--- config.mk ---
export PLATFORM = sky130hd
export DESIGN_NAME = jpeg_header_size_scanner
export DESIGN_NICKNAME = d
export VERILOG_FILES = /design/src/rtl/jhs_pkg.sv /design/src/rtl/jpeg_header_size_scanner.sv /design/src/rtl/jhs_in_reg.sv /design/src/rtl/jhs_parser.sv
export SDC_FILE = /design/constraint.sdc
export NUM_CORES = 1
export LEC_CHECK = 0
export ABC_AREA = 1
export BUFFER_PORTS_ARGS = -buffer_cell sky130_fd_sc_hd__buf_2
export CAP_MARGIN = 5
export CORE_MARGIN = 5
export CORE_UTILIZATION = 30
export CTS_CLUSTER_DIAMETER = 80
export DETAILED_ROUTE_END_ITERATION = 7
export RECOVER_POWER = 25
export SYNTH_ARGS = -nofsm -noshare
export SYNTH_HDL_FRONTEND = slang
export SYNTH_SLANG_ARGS = --single-unit
export TNS_END_PERCENT = 100
--- constraint.sdc ---
create_clock -name i_clk -period 3.8 [get_ports i_clk]
set_clock_uncertainty 0.15 [all_clocks]
set_input_delay 0.95 -clock i_clk [delete_from_list [all_inputs] [get_ports i_clk]]
set_output_delay 0.95 -clock i_clk [all_outputs]
set_load 0.05 [all_outputs]
--- src/rtl/jhs_pkg.sv ---
`default_nettype none

package jhs_pkg;

    // marker bytes
    localparam logic [7:0] MK_PREFIX = 8'hFF;
    localparam logic [7:0] MK_SOI    = 8'hD8;
    localparam logic [7:0] MK_SOS    = 8'hDA;
    localparam logic [7:0] MK_SOF0   = 8'hC0;
    localparam logic [7:0] MK_RST0   = 8'hD0;
    localparam logic [7:0] MK_RST7   = 8'hD7;
    localparam logic [7:0] MK_TEM    = 8'h01;
    localparam logic [7:0] MK_ZERO   = 8'h00;

    // result status codes
    localparam logic [1:0] ST_FOUND   = 2'd0;
    localparam logic [1:0] ST_NO_SOF0 = 2'd1;
    localparam logic [1:0] ST_NO_SOI  = 2'd2;

    // SOF0 body offsets of the size fields
    localparam logic [2:0] OFS_HEIGHT_HI = 3'd1;
    localparam logic [2:0] OFS_HEIGHT_LO = 3'd2;
    localparam logic [2:0] OFS_WIDTH_HI  = 3'd3;
    localparam logic [2:0] OFS_WIDTH_LO  = 3'd4;
    localparam logic [2:0] OFS_MAX       = 3'd7;

    // one input word as held in the input register
    typedef struct packed {
        logic [7:0] data_byte;
        logic       last_byte;
    } t_in_word;

    // one result word
    typedef struct packed {
        logic [1:0]  status;
        logic [15:0] image_height;
        logic [15:0] image_width;
    } t_result;

endpackage

`default_nettype wire

--- src/rtl/jpeg_header_size_scanner.sv ---
// JPEG header size scanner.
// Input channel: one file byte per word (i_data_byte) with i_last_byte set
// on the final byte, handshaked by i_in_valid / o_in_ready. Output channel:
// one result word (o_status, o_image_height, o_image_width) handshaked by
// o_out_valid / i_out_ready. Status 0 means a size was found in an SOF0
// segment, 1 means SOS or end of file came without SOF0, 2 means the file
// does not begin with FF D8. At most one result per file: at SOS, at a bad
// start, or with the last byte; later bytes up to the last are dropped.
// Throughput is one byte per cycle while no stalled result blocks the input:
// every byte goes through an input register and a combinational parse step
// that also loads the result register.
// When the receiver stalls, the result register holds its word; the input
// register still accepts bytes that produce no result, and backpressure
// reaches o_in_ready only when a byte with a result meets a full result
// register. Reset (synchronous, active low) empties both registers and puts
// the parser back to expecting the first SOI byte; the last byte of a file
// does the same for the parse state.
`default_nettype none

module jpeg_header_size_scanner (
    input  wire         i_clk,
    input  wire         i_rst_n,
    input  wire         i_in_valid,
    output logic        o_in_ready,
    input  wire  [7:0]  i_data_byte,
    input  wire         i_last_byte,
    output logic        o_out_valid,
    input  wire         i_out_ready,
    output logic [1:0]  o_status,
    output logic [15:0] o_image_height,
    output logic [15:0] o_image_width
);

    jhs_pkg::t_in_word in_word;
    jhs_pkg::t_in_word held_word;
    jhs_pkg::t_result  result;
    logic              held_valid;
    logic              take;

    assign in_word.data_byte = i_data_byte;
    assign in_word.last_byte = i_last_byte;

    // input register
    jhs_in_reg u_in_reg (
        .i_clk      (i_clk),
        .i_rst_n    (i_rst_n),
        .i_in_valid (i_in_valid),
        .o_in_ready (o_in_ready),
        .i_word     (in_word),
        .o_valid    (held_valid),
        .i_take     (take),
        .o_word     (held_word)
    );

    // parse step and result register
    jhs_parser u_parser (
        .i_clk       (i_clk),
        .i_rst_n     (i_rst_n),
        .i_valid     (held_valid),
        .i_word      (held_word),
        .o_take      (take),
        .o_out_valid (o_out_valid),
        .i_out_ready (i_out_ready),
        .o_result    (result)
    );

    assign o_status       = result.status;
    assign o_image_height = result.image_height;
    assign o_image_width  = result.image_width;

endmodule

`default_nettype wire

--- src/rtl/jhs_in_reg.sv ---
`default_nettype none

module jhs_in_reg (
    input  wire              i_clk,
    input  wire              i_rst_n,
    input  wire              i_in_valid,
    output logic             o_in_ready,
    input  jhs_pkg::t_in_word i_word,
    output logic             o_valid,
    input  wire              i_take,
    output jhs_pkg::t_in_word o_word
);

    logic             r_valid;
    jhs_pkg::t_in_word r_word;

    // free when empty or when the held word is consumed this cycle
    assign o_in_ready = !r_valid || i_take;
    assign o_valid    = r_valid;
    assign o_word     = r_word;

    always_ff @(posedge i_clk) begin
        if (!i_rst_n) begin
            r_valid <= 1'b0;
        end else if (o_in_ready) begin
            r_valid <= i_in_valid;
        end
    end

    // payload, no reset
    always_ff @(posedge i_clk) begin
        if (o_in_ready && i_in_valid) begin
            r_word <= i_word;
        end
    end

endmodule

`default_nettype wire

--- src/rtl/jhs_parser.sv ---
`default_nettype none

module jhs_parser (
    input  wire              i_clk,
    input  wire              i_rst_n,
    input  wire              i_valid,
    input  jhs_pkg::t_in_word i_word,
    output logic             o_take,
    output logic             o_out_valid,
    input  wire              i_out_ready,
    output jhs_pkg::t_result o_result
);

    typedef enum logic [2:0] {
        PH_SOI0,
        PH_SOI1,
        PH_SCAN,
        PH_MARK,
        PH_LENH,
        PH_LENL,
        PH_BODY,
        PH_DONE
    } t_phase;

    t_phase          r_phase,     n_phase;
    logic [15:0]     r_remaining, n_remaining;
    logic [2:0]      r_offset,    n_offset;
    logic            r_in_sof0,   n_in_sof0;
    logic [15:0]     r_height,    n_height;
    logic [15:0]     r_width,     n_width;
    logic            r_size_found, n_size_found;
    logic            r_out_valid;
    jhs_pkg::t_result r_result;

    logic        emit;
    logic [1:0]  emit_status;
    logic [7:0]  b;
    logic [15:0] seg_len;
    logic [15:0] rem_dec;
    logic        standalone;

    // a word is consumed once the result register can take its outcome;
    // a word without a result never waits
    assign o_take      = i_valid && (!emit || !r_out_valid || i_out_ready);
    assign o_out_valid = r_out_valid;
    assign o_result    = r_result;

    assign b          = i_word.data_byte;
    assign seg_len    = {r_remaining[15:8], b};
    assign rem_dec    = r_remaining - 16'd1;
    assign standalone = (b == jhs_pkg::MK_ZERO) || (b == jhs_pkg::MK_TEM) ||
                        ((b >= jhs_pkg::MK_RST0) && (b <= jhs_pkg::MK_RST7));

    // per-byte parse step
    always_comb begin
        n_phase      = r_phase;
        n_remaining  = r_remaining;
        n_offset     = r_offset;
        n_in_sof0    = r_in_sof0;
        n_height     = r_height;
        n_width      = r_width;
        n_size_found = r_size_found;
        emit         = 1'b0;
        emit_status  = jhs_pkg::ST_FOUND;

        case (r_phase)
            PH_SOI0: begin
                if (b == jhs_pkg::MK_PREFIX) begin
                    n_phase = PH_SOI1;
                end else begin
                    emit        = 1'b1;
                    emit_status = jhs_pkg::ST_NO_SOI;
                end
            end
            PH_SOI1: begin
                if (b == jhs_pkg::MK_SOI) begin
                    n_phase = PH_SCAN;
                end else begin
                    emit        = 1'b1;
                    emit_status = jhs_pkg::ST_NO_SOI;
                end
            end
            PH_SCAN: begin
                if (b == jhs_pkg::MK_PREFIX) n_phase = PH_MARK;
            end
            PH_MARK: begin
                if (b == jhs_pkg::MK_PREFIX) begin
                    // fill byte, stay
                end else if (b == jhs_pkg::MK_SOS) begin
                    emit        = 1'b1;
                    emit_status = r_size_found ? jhs_pkg::ST_FOUND : jhs_pkg::ST_NO_SOF0;
                end else if (standalone) begin
                    n_phase = PH_SCAN;
                end else begin
                    n_in_sof0 = (b == jhs_pkg::MK_SOF0);
                    n_phase   = PH_LENH;
                end
            end
            PH_LENH: begin
                n_remaining = {b, 8'h00};
                n_phase     = PH_LENL;
            end
            PH_LENL: begin
                n_remaining = (seg_len >= 16'd2) ? (seg_len - 16'd2) : 16'd0;
                n_offset    = '0;
                if (r_in_sof0) begin
                    n_size_found = 1'b1;
                    n_height     = '0;
                    n_width      = '0;
                end
                if (seg_len <= 16'd2) begin
                    n_in_sof0 = 1'b0;
                    n_phase   = PH_SCAN;
                end else begin
                    n_phase = PH_BODY;
                end
            end
            PH_BODY: begin
                if (r_in_sof0) begin
                    case (r_offset)
                        jhs_pkg::OFS_HEIGHT_HI: n_height[15:8] = b;
                        jhs_pkg::OFS_HEIGHT_LO: n_height[7:0]  = b;
                        jhs_pkg::OFS_WIDTH_HI:  n_width[15:8]  = b;
                        jhs_pkg::OFS_WIDTH_LO:  n_width[7:0]   = b;
                        default: ;
                    endcase
                end
                if (r_offset < jhs_pkg::OFS_MAX) n_offset = r_offset + 3'd1;
                n_remaining = rem_dec;
                if (rem_dec == 16'd0) begin
                    n_in_sof0 = 1'b0;
                    n_phase   = PH_SCAN;
                end
            end
            default: begin
                // result already given: drop bytes until the last one
            end
        endcase

        if (emit) n_phase = PH_DONE;

        // end of stream closes the file if nothing was reported yet
        if (i_word.last_byte && !emit && (n_phase != PH_DONE)) begin
            emit = 1'b1;
            if ((n_phase == PH_SOI0) || (n_phase == PH_SOI1)) begin
                emit_status = jhs_pkg::ST_NO_SOI;
            end else begin
                emit_status = n_size_found ? jhs_pkg::ST_FOUND : jhs_pkg::ST_NO_SOF0;
            end
        end
    end

    // parse state, back to reset values after the last byte
    always_ff @(posedge i_clk) begin
        if (!i_rst_n) begin
            r_phase      <= PH_SOI0;
            r_remaining  <= '0;
            r_offset     <= '0;
            r_in_sof0    <= 1'b0;
            r_height     <= '0;
            r_width      <= '0;
            r_size_found <= 1'b0;
        end else if (o_take) begin
            if (i_word.last_byte) begin
                r_phase      <= PH_SOI0;
                r_remaining  <= '0;
                r_offset     <= '0;
                r_in_sof0    <= 1'b0;
                r_height     <= '0;
                r_width      <= '0;
                r_size_found <= 1'b0;
            end else begin
                r_phase      <= n_phase;
                r_remaining  <= n_remaining;
                r_offset     <= n_offset;
                r_in_sof0    <= n_in_sof0;
                r_height     <= n_height;
                r_width      <= n_width;
                r_size_found <= n_size_found;
            end
        end
    end

    // result register
    always_ff @(posedge i_clk) begin
        if (!i_rst_n) begin
            r_out_valid <= 1'b0;
        end else if (o_take && emit) begin
            r_out_valid <= 1'b1;
        end else if (i_out_ready) begin
            r_out_valid <= 1'b0;
        end
    end

    always_ff @(posedge i_clk) begin
        if (o_take && emit) begin
            r_result.status       <= emit_status;
            r_result.image_height <= n_height;
            r_result.image_width  <= n_width;
        end
    end

`ifndef NO_ASSERTIONS
    // the last byte always leaves the parser waiting for a fresh SOI
    a_last_resets: assert property (@(posedge i_clk) disable iff (!i_rst_n)
        o_take && i_word.last_byte |=> (r_phase == PH_SOI0) && !r_size_found)
        else $error("parser state not cleared after last byte");

    // before SOI no size can have been captured
    a_pre_soi_zero: assert property (@(posedge i_clk) disable iff (!i_rst_n)
        ((r_phase == PH_SOI0) || (r_phase == PH_SOI1)) |->
            (r_height == 16'd0) && (r_width == 16'd0) && !r_size_found)
        else $error("size state set before SOI");

    // a segment body is only entered with bytes left to skip
    a_body_nonzero: assert property (@(posedge i_clk) disable iff (!i_rst_n)
        (r_phase == PH_BODY) |-> (r_remaining != 16'd0))
        else $error("segment body with nothing remaining");

    // missing SOI reports zero size
    a_no_soi_zero: assert property (@(posedge i_clk) disable iff (!i_rst_n)
        r_out_valid && (r_result.status == jhs_pkg::ST_NO_SOI) |->
            (r_result.image_height == 16'd0) && (r_result.image_width == 16'd0))
        else $error("nonzero size with missing SOI");

    // a new result is loaded only into a free or draining result register
    a_no_overwrite: assert property (@(posedge i_clk) disable iff (!i_rst_n)
        o_take && emit |-> !r_out_valid || i_out_ready)
        else $error("result overwritten while stalled");
`endif

endmodule

`default_nettype wire

# == After elaboration in Yosys (flattened, before gate mapping) ==
# Cells that the tools add are included.
# totals
wordCells,128
reg_bits,101
# op_classes
eq_ne,23
reduce_logical,27
order_cmp,5
n_mux,56
n_addsub,3
# ops
operator,count
two-way mux 16 bit,8
case mux 16 bit (2 select lines),2
case mux 16 bit (3 select lines),1
two-way mux 3 bit,12
equality test 8 bit (second input constant),4
two-way mux 8 bit,4
case mux 3 bit (7 select lines),1
two-way mux 1 bit,18
>= comparator 16 x 2 -> 1 bit (second input constant),1
less-or-equal comparator 16 x 2 -> 1 bit (second input constant),1
zero test 16 bit,1
subtractor 16 x 1 -> 16 bit (second input constant),1
subtractor 16 x 2 -> 16 bit (second input constant),1
equality test 3 x 2 -> 1 bit (second input constant),4
equality test 3 bit (second input constant),4
two-way mux 2 bit,6
inequality test 3 bit (second input constant),4
equality test 3 x 1 -> 1 bit (second input constant),3
inequality test 3 x 2 -> 1 bit (second input constant),3
equality test 8 x 1 -> 1 bit (second input constant),1
>= comparator 8 bit (second input constant),1
less-or-equal comparator 8 bit (second input constant),1
zero test 8 bit,1
nonzero test 4 bit,2
14 further kinds,29

# == Longest topological paths before layout ==
# Gate-level depths: netlist (run 1).
# depth
depth_word,17
depth_mapped,16

# == Modules after synthesis ==
# From an unflattened synthesis (run 1), not the netlist that was laid out.
# hier_totals
cells_unflattened,779
hier_area_um2,5675.4
# modules_own_cells
mod,cells_each,seq_area_each_um2,n_inst,area_per_inst_um2
jhs_parser,763,2162.1,1,5353.9
jhs_in_reg,16,290.3,1,321.6

# == Least setup slack after synthesis (run 1) ==
# Ideal clock, no wire load.
# synth_path
kind,register to register
startpoint,reg u_in_reg.r_word (netlist bit u_in_reg.o_word[2])
endpoint,reg u_parser.r_result (netlist bit u_parser.o_result[0]) (enable)
synth_period_minus_slack_ps,2779
arrival_time_ps,2240
setup_ps,389
setup_slack_ps,1021
path_buffers,1
stages_incl_launch_ff,13
cell_sequence,edfxtp_1 -> inv_2 -> nand2_1 -> nor2_1 -> nand2_2 -> nand2_2 -> nand3_2 -> a21oi_4 -> nor2_4 -> nor2_8 -> buf_6 -> nand2_1 -> inv_1
# synth_between
elab_chain_len,16
elab_cells_between_ends,35
# synth_rtl
item,line,source
"start, declared",jhs_in_reg.sv:15,jhs_pkg::t_in_word r_word;
"start signal, assigned",jhs_in_reg.sv:33,r_word <= i_word;
">= comparator 8 bit, or another cell as far along",jhs_parser.sv:52,((b >= jhs_pkg::MK_RST0) && (b <= jhs_pkg::MK_RST7));
logical AND 1 bit / logical OR 1 bit (equally long branches),"jhs_parser.sv:52, jhs_parser.sv:51",
logical OR 1 bit,jhs_parser.sv:51,assign standalone = (b == jhs_pkg::MK_ZERO) || (b == jhs_pkg::MK_TEM) ||
two-way mux 3 bit,jhs_parser.sv:92,end else if (standalone) begin
two-way mux 3 bit,jhs_parser.sv:89,end else if (b == jhs_pkg::MK_SOS) begin
two-way mux 3 bit,jhs_parser.sv:87,if (b == jhs_pkg::MK_PREFIX) begin
case mux 3 bit (7 select lines),jhs_parser.sv:66,case (r_phase)
two-way mux 3 bit,jhs_parser.sv:140,if (emit) n_phase = PH_DONE;
inequality test 3 bit,jhs_parser.sv:143,if (i_word.last_byte && !emit && (n_phase != PH_DONE)) begin
logical AND 1 bit,jhs_parser.sv:143,
two-way mux 1 bit (*),jhs_parser.sv:143,
zero test 1 bit,jhs_parser.sv:44,assign o_take = i_valid && (!emit || !r_out_valid || i_out_ready);
logical OR 1 bit (2 in series),jhs_parser.sv:44,
logical AND 1 bit,jhs_parser.sv:44,
logical AND 1 bit (*),jhs_parser.sv:196,if (o_take && emit) begin
"end, declared",jhs_parser.sv:33,jhs_pkg::t_result r_result;
# Every way passes the cells marked *; elsewhere a longest branch is shown, timed or not.
# A chain may end at the register's enable or synchronous reset.

# == Final worst setup path (run 1) ==
# layout_path
startpoint,reg u_in_reg.r_word (netlist bit u_in_reg.o_word[2])
endpoint,out o_in_ready
# layout_between
elab_chain_len,16
elab_cells_between_ends,35
# layout_rtl
item,line,source
">= comparator 8 bit, or another cell as far along",jhs_parser.sv:52,
logical AND 1 bit / logical OR 1 bit (equally long branches),"jhs_parser.sv:52, jhs_parser.sv:51",
logical OR 1 bit,jhs_parser.sv:51,
two-way mux 3 bit,jhs_parser.sv:92,
two-way mux 3 bit,jhs_parser.sv:89,
two-way mux 3 bit,jhs_parser.sv:87,
case mux 3 bit (7 select lines),jhs_parser.sv:66,
two-way mux 3 bit,jhs_parser.sv:140,
inequality test 3 bit,jhs_parser.sv:143,
logical AND 1 bit,jhs_parser.sv:143,
two-way mux 1 bit (*),jhs_parser.sv:143,
zero test 1 bit (*),jhs_parser.sv:44,
logical OR 1 bit (*) (2 in series),jhs_parser.sv:44,
logical AND 1 bit (*),jhs_parser.sv:44,
logical OR 1 bit (*),jhs_in_reg.sv:18,assign o_in_ready = !r_valid || i_take;
"end, declared",jpeg_header_size_scanner.sv:24,"output logic o_in_ready,"
# Marked as above.

==> metrics.yaml, run 1 <==
cells_and_area:
  final_core_util: 0.340
  multi_input_comb_area_um2: 2540
  drive_gt1_frac: 0.0817
  num-fill-cells: 1880
  regArea_um2: 2450
  nets: 764
  antenna_cells: 0
  synthToLayoutAreaGrowth_pct: 12.0
  finalNonFillerCells: 976
timing:
  hold_violations: 0
  finalSetupViolations: 0
  finalSetupTns_ns: 0
  rsz0062_at_grt: "no"
  fin_crit_sh: 0.859
  tightest_slew_ns: 0.726
  period_needed_ns: 3.27
  relSlewSlack: 0.516
  maxSlewViolCount: 0
  fmax_mhz: 306
  setup_ws_ns: 0.535
detailed_routing:
  ant_nets: 0
  vias: 4825
  firstDrtPassIters: 5
  drt_first_iter_violations: 525
  wl_per_cell_um: 14.5
  via_per_inst: 4.94
  route.detailed.drc: 0
  wl_um: 14100
clocking:
  clk_latency_ns: 0.36
  hold_buffers: 0
  cts_buffers: 9
  cts_setup_buffers: 0
  clkTransAtPathRegs_ns: 0.07
  ctsRootBufferMaster: "clkbuf_16"
  cts_tree: "yes"
  cts-resized-gates: 0
  h-tree-depth: 3
  clk_path_buf_depth: 2
  clock_sink_count: 101
worst_setup_path:
  endpoint_kind: "output pin"
  ff2ff_path_depth: 12
  r2r-end: "u_parser.o_result[27]"
  r2r_slack_ns: 1.12
  crit_chain: "inv_2, nand2_1, nor2_1, nand2_2, nand2_2, nand3_1, a21oi_4, nor2_4, nand2_1, buf_2"
  slowest_stage: "edfxtp_1"
  start_kind: "flop"
  crit_fanout: 6
  cpLargestDelayFamily: "simple AND/OR/NAND/NOR gates"
  cp.required_ns: 2.70
  cp_num_buf_inv: 2
  criticalPathCategory: "reg2out"
  cp_num_cells: 10
  critPathArrivalTime_ns: 2.17
  crit_start: "u_in_reg.o_word[2]"
  crit_path_max_incr_delay_ns: 0.50
  r2r-start: "u_in_reg.o_word[2]"
logic_synthesis:
  synth_warnings: 0
  ys_seq_elements: 101
  synth_edf_count: 43
  seq_area_frac_synth: 0.453
  synth.avg_cell_area_um2: 7.64
  syn-cell-area_um2: 5410
  ys_async_sr_fraction: 0
  synth_ff_type: "dfxtp_1"
  syn_nets: 730
  postSynthCellCount: 708
  synthDistinctLibCells: 45
hold_path:
  whs_endpoint: "u_parser.r_height[15]"
  hp-class: "reg2reg"
  holdPathStages: 2
  hp-start: "u_parser.r_height[15]"
power_and_ir_drop:
  vdd_ir_drop_max_v: 0.000288
  powerDensity_nw_per_um2: 409
  p_leak_nw: 2.22
placed_design:
  dp_slack_ns: 0.973
  dp_cells: 960
  gp_congestion: 0.942
  place_hpwl_um: 9870
  io_buffers: 48
floorplanning:
  die_width_um: 144
  io-pin-count: 49
  initial_core_util: 0.303
  rows: 49
  die-area_um2: 20800
  core-area_um2: 17800
  die_height_um: 144
global_route:
  grt_usage: 0.138
  grt_pass1_vias: 4504
  antenna_found_initial: 0
  grt.overflow.total: 0
  grt_max_degree: 37
  grt_pass1_wl_um: 22900
flow_run:
  drv_cap: 0
status:
  outcome: "completed"
layer usage:
| layer | part of all wire | wire length (um) | global-route usage |
|---|---|---|---|
| met1 | 0.46 | 6500 | 0.190 |
| met2 | 0.44 | 6200 | 0.209 |
| met3 | 0.075 | 1060 | 0.0354 |
| met4 | 0.026 | 368 | 0.0545 |
| met5 | 0 | 0 | 0 |
power by group:
| part | internal, mW | switching (mW) |
|---|---|---|
| Combinational | 0.0938 | 0.275 |
| Sequential | 1.17 | 0.0353 |
| Clock | 0.472 | 0.438 |
synth_stat cells (all sizes together) (2+ instances only):
cell type	number	area (um2)
a211oi	6	75.1
a21boi	2	18.8
a21oi	68	363
buf	18	116
clkbuf	12	46.3
dfxtp	58	1160
edfxtp	43	1290
ha	9	113
inv	66	248
nand2	180	693
nand3	61	310
nand4	8	56.3
nor2	78	319
nor3	7	46.3
o21a	3	22.5
o21ai	54	270
o22ai	12	75.1
o31ai	3	22.5
xor2	11	96.3
layout by cell type (no fill, tap or decap), drive strengths merged:
master	instances
nand2	180
nor2	78
a21oi	68
inv	67
nand3	61
dfxtp	58
o21ai	54
clkbuf	44
edfxtp	43
buf	19
o22ai	12
xor2	11
ha	9
nand4	8
nor3	7
a211oi	6
clkinv	4
o21a	3
o31ai	3
clkinvlp	2
a21boi	2
o32ai	1
o211ai	1
and2	1
o311ai	1
xnor2	1
nor4	1
o41ai	1
a31o	1
sequential cells by signal (all words and copies together) (netlist names):
| register | cells |
|---|---|
| u_parser.r_phase | 3 |
| u_parser.r_height | 16 |
| u_parser.r_in_sof0 | 1 |
| u_parser.o_out_valid | 1 |
| u_parser.r_width | 16 |
| u_parser.o_result | 34 |
| u_parser.r_offset | 3 |
| u_in_reg.o_word | 9 |
| u_parser.r_remaining | 16 |
| u_parser.r_size_found | 1 |
| u_in_reg.o_valid | 1 |
worst max-delay path by stage:
stage | end | slack (ns)
6_report | o_in_ready | 0.53
5_1_grt | o_in_ready | 0.37
4_1_cts | o_in_ready | 0.57
3_5_place_dp | o_in_ready | 0.97
3_3_place_gp | o_in_ready | 1.02
2_1_floorplan | u_parser.o_result[0] | 1.02
worst register-to-register path, stage by stage (launching register included):
cell and delay, ns:
edfxtp_1 0.50, inv_2 0.15, nand2_1 0.08, nor2_1 0.16, nand2_2 0.07, nand2_2 0.08
nand3_1 0.16, a21oi_4 0.19, nor2_4 0.06, nor2_8 0.16, nand2_1 0.10, inv_1 0.06
buf_4 0.38
layout make-up:
class	instances	share of cell area
well taps	229	0.0473
repair buffers	53	0.0388
clock buffers	10	0.0394
inverters	67	0.0415
flip-flops and latches	101	0.405
multi-input cells	510	0.419
clock inverters	6	0.00949
stage by stage:
step	total power [mW]	hold slack (ns)	instance area (um2)
finish	2.48	0.316	6060
global route	2.60	0.328	6060
CTS	2.51	0.317	6110
detailed placement	1.60	0.305	5810
global placement	1.60	0.302	5810
floorplan	1.51	0.294	5410
cell families (layout without fill, tap and decap cells):
| kind of cell | after synthesis | in the layout | synth area share |
|---|---|---|---|
| compound gates | 153 | 153 | 0.164 |
| xor+xnor | 12 | 12 | 0.0194 |
| fa+ha+maj | 9 | 9 | 0.0208 |
| buf+inv | 97 | 136 | 0.0765 |
| flops | 101 | 101 | 0.453 |
| simple gates | 336 | 336 | 0.266 |
Power figures use the tool's default switching activity.
==> inputs of run 2 (changes only) <==
==> constraint.sdc (replaced) <==
create_clock -name i_clk -period 3.6 [get_ports i_clk]
set_clock_uncertainty 0.15 [all_clocks]
set_input_delay 0.9 -clock i_clk [delete_from_list [all_inputs] [get_ports i_clk]]
set_output_delay 0.9 -clock i_clk [all_outputs]
set_load 0.05 [all_outputs]
==> run 2 against run 1 <==
Against the previous run:
- via count increased by 0.12%
- register-to-register slack got worse by 0.11 ns
- clock power increased by 13%
- wire length increased by 1.5%
- final cell count increased by 0.10%
- critical path depth decreased by 1
- worst hold slack got worse by 0.00052 ns
- setup slack got worse by 0.091 ns
- sequential power increased by 6%
- largest cell class unchanged
- highest routed layer unchanged
==> metrics.yaml, run 2 (synthesis results as in run 1) <==
global_route:
  grt_pass1_wl_um: 22700  # -0.78%
  grt_pass1_vias: 4436  # -1.5%
  grt_max_degree: 37  # unchanged
  antenna_found_initial: 0  # unchanged
  grt_usage: 0.140  # +0.00114
  grt.overflow.total: 0  # unchanged
status:
  outcome: "completed"
timing:
  fin_crit_sh: 0.877
  rsz0062_at_grt: "no"
  finalSetupViolations: 0  # unchanged
  maxSlewViolCount: 0  # unchanged
  tightest_slew_ns: 0.741  # +0.0150 ns
  period_needed_ns: 3.16
  finalSetupTns_ns: 0  # unchanged
  setup_ws_ns: 0.444  # -0.0908 ns
  fmax_mhz: 317
  relSlewSlack: 0.506  # -0.00999
  hold_violations: 0  # unchanged
detailed_routing:
  vias: 4831  # +0.12%
  drt_first_iter_violations: 369  # -30%
  wl_per_cell_um: 14.7  # +1.4%
  firstDrtPassIters: 6  # +1
  wl_um: 14300  # +1.5%
  ant_nets: 0  # unchanged
  route.detailed.drc: 0  # unchanged
  via_per_inst: 4.94  # about the same
worst_setup_path:
  criticalPathCategory: "reg2out"
  start_kind: "flop"
  critPathArrivalTime_ns: 2.11  # -0.06 ns
  cp.required_ns: 2.55  # -0.15 ns
  crit_fanout: 7  # +1
  endpoint_kind: "output pin"
floorplanning:
  io-pin-count: 49  # unchanged
  die_height_um: 144  # unchanged
  die-area_um2: 20800  # unchanged
  die_width_um: 144  # unchanged
  rows: 49  # unchanged
  core-area_um2: 17800  # unchanged
  initial_core_util: 0.303  # unchanged
clocking:
  cts_buffers: 9  # unchanged
  cts_setup_buffers: 0  # unchanged
  hold_buffers: 0  # unchanged
  clkTransAtPathRegs_ns: 0.07  # about the same
  clk_latency_ns: 0.36  # about the same
  ctsRootBufferMaster: "clkbuf_16"
  cts-resized-gates: 0  # unchanged
  cts_tree: "yes"
  clock_sink_count: 101  # unchanged
  clk_path_buf_depth: 2  # unchanged
  h-tree-depth: 3  # unchanged
cells_and_area:
  nets: 765  # +0.13%
  largest_register_ff_count: 34  # unchanged
  synthToLayoutAreaGrowth_pct: 12.5
  most-common-layout-cells: "nand2_1 (175), nor2_1 (75), a21oi_1 (64), inv_1 (62), nand3_1 (60)"
  antenna_cells: 0  # unchanged
  drive_gt1_frac: 0.0802  # -0.00145
  final_common_cell: "nand2_1"
power_and_ir_drop:
  p_leak_nw: 2.24  # +0.89%
  vdd_ir_drop_max_v: 0.000263  # -8.5%
  powerDensity_nw_per_um2: 441  # +7.8%
placed_design:
  dp_slack_ns: 0.821  # -0.152 ns
  gp_congestion: 0.928  # -1.6%
  place_hpwl_um: 10000  # +1.6%
  io_buffers: 48  # unchanged
flow_run:
  drv_cap: 0  # unchanged
hold_path:
  hp-class: "reg2reg"
run 2: changes by cell type in the layout (fill, tap and decap cells not counted), sizes merged:
cell and change:
bufinv +1, clkbuf +3, clkinv -1, clkinvlp -2
run 2: path summary, 6_finish.rpt:
path | from | to | slack [ns] | cells past startpoint
worst max-delay path | u_in_reg.o_word[4] | o_in_ready | 0.44 | 9
worst min-delay path | u_parser.r_height[15] | u_parser.r_height[15] | 0.32 | 2
worst max register to register | u_in_reg.o_word[4] | u_parser.o_result[23] | 1.01 | 11
worst min register to register | u_parser.r_height[15] | u_parser.r_height[15] | 0.32 | 2
run 2: worst max-delay path: stages, from the launching register on:
cell      delay, ns
edfxtp_1       0.55
nand2_1        0.09
nor2_1         0.12
nand2_1        0.14
nand2_1        0.13
nand3_2        0.12
a21oi_4        0.16
nor2_4         0.06
nand2_1        0.09
buf_2          0.27
run 2: per-stage QoR:
step	power, mW	cell area [um2]	util	instances	hold slack [ns]
after global placement	1.69	5820	0.326	961	0.302
after CTS	2.72	6130	0.344	977	0.317
after global routing	2.80	6090	0.341	977	0.334
final	2.69	6090	0.341	977	0.316
after detailed placement	1.69	5820	0.326	961	0.306
after floorplan	1.59	5410	-	708	0.294
run 2: cell type report:
| cell class | count | area [um2] |
|---|---|---|
| fillers | 1878 | 11800 |
| multi-input cells | 510 | 2540 |
| flip-flops and latches | 101 | 2450 |
| well taps | 229 | 287 |
| clock buffers | 12 | 258 |
| inverters | 67 | 251 |
| repair buffers | 54 | 241 |
| clock inverters | 4 | 55.1 |
run 2: report_power, final:
part | switching [mW] | total, mW | internal [mW]
clock | 0.439 | 1.03 | 0.586
sequential | 0.0372 | 1.27 | 1.23
combinational | 0.293 | 0.393 | 0.0997
total | 0.769 | 2.69 | 1.92
run 2: metal layers:
layer | routed length (um) | track usage | vias up
met1 | 6590 | 0.191 | 2186
met4 | 387 | 0.0619 | 0
li1 | - | - | 2437
met2 | 6330 | 0.209 | 178
met3 | 1020 | 0.0324 | 30
met5 | 0 | 0 | -
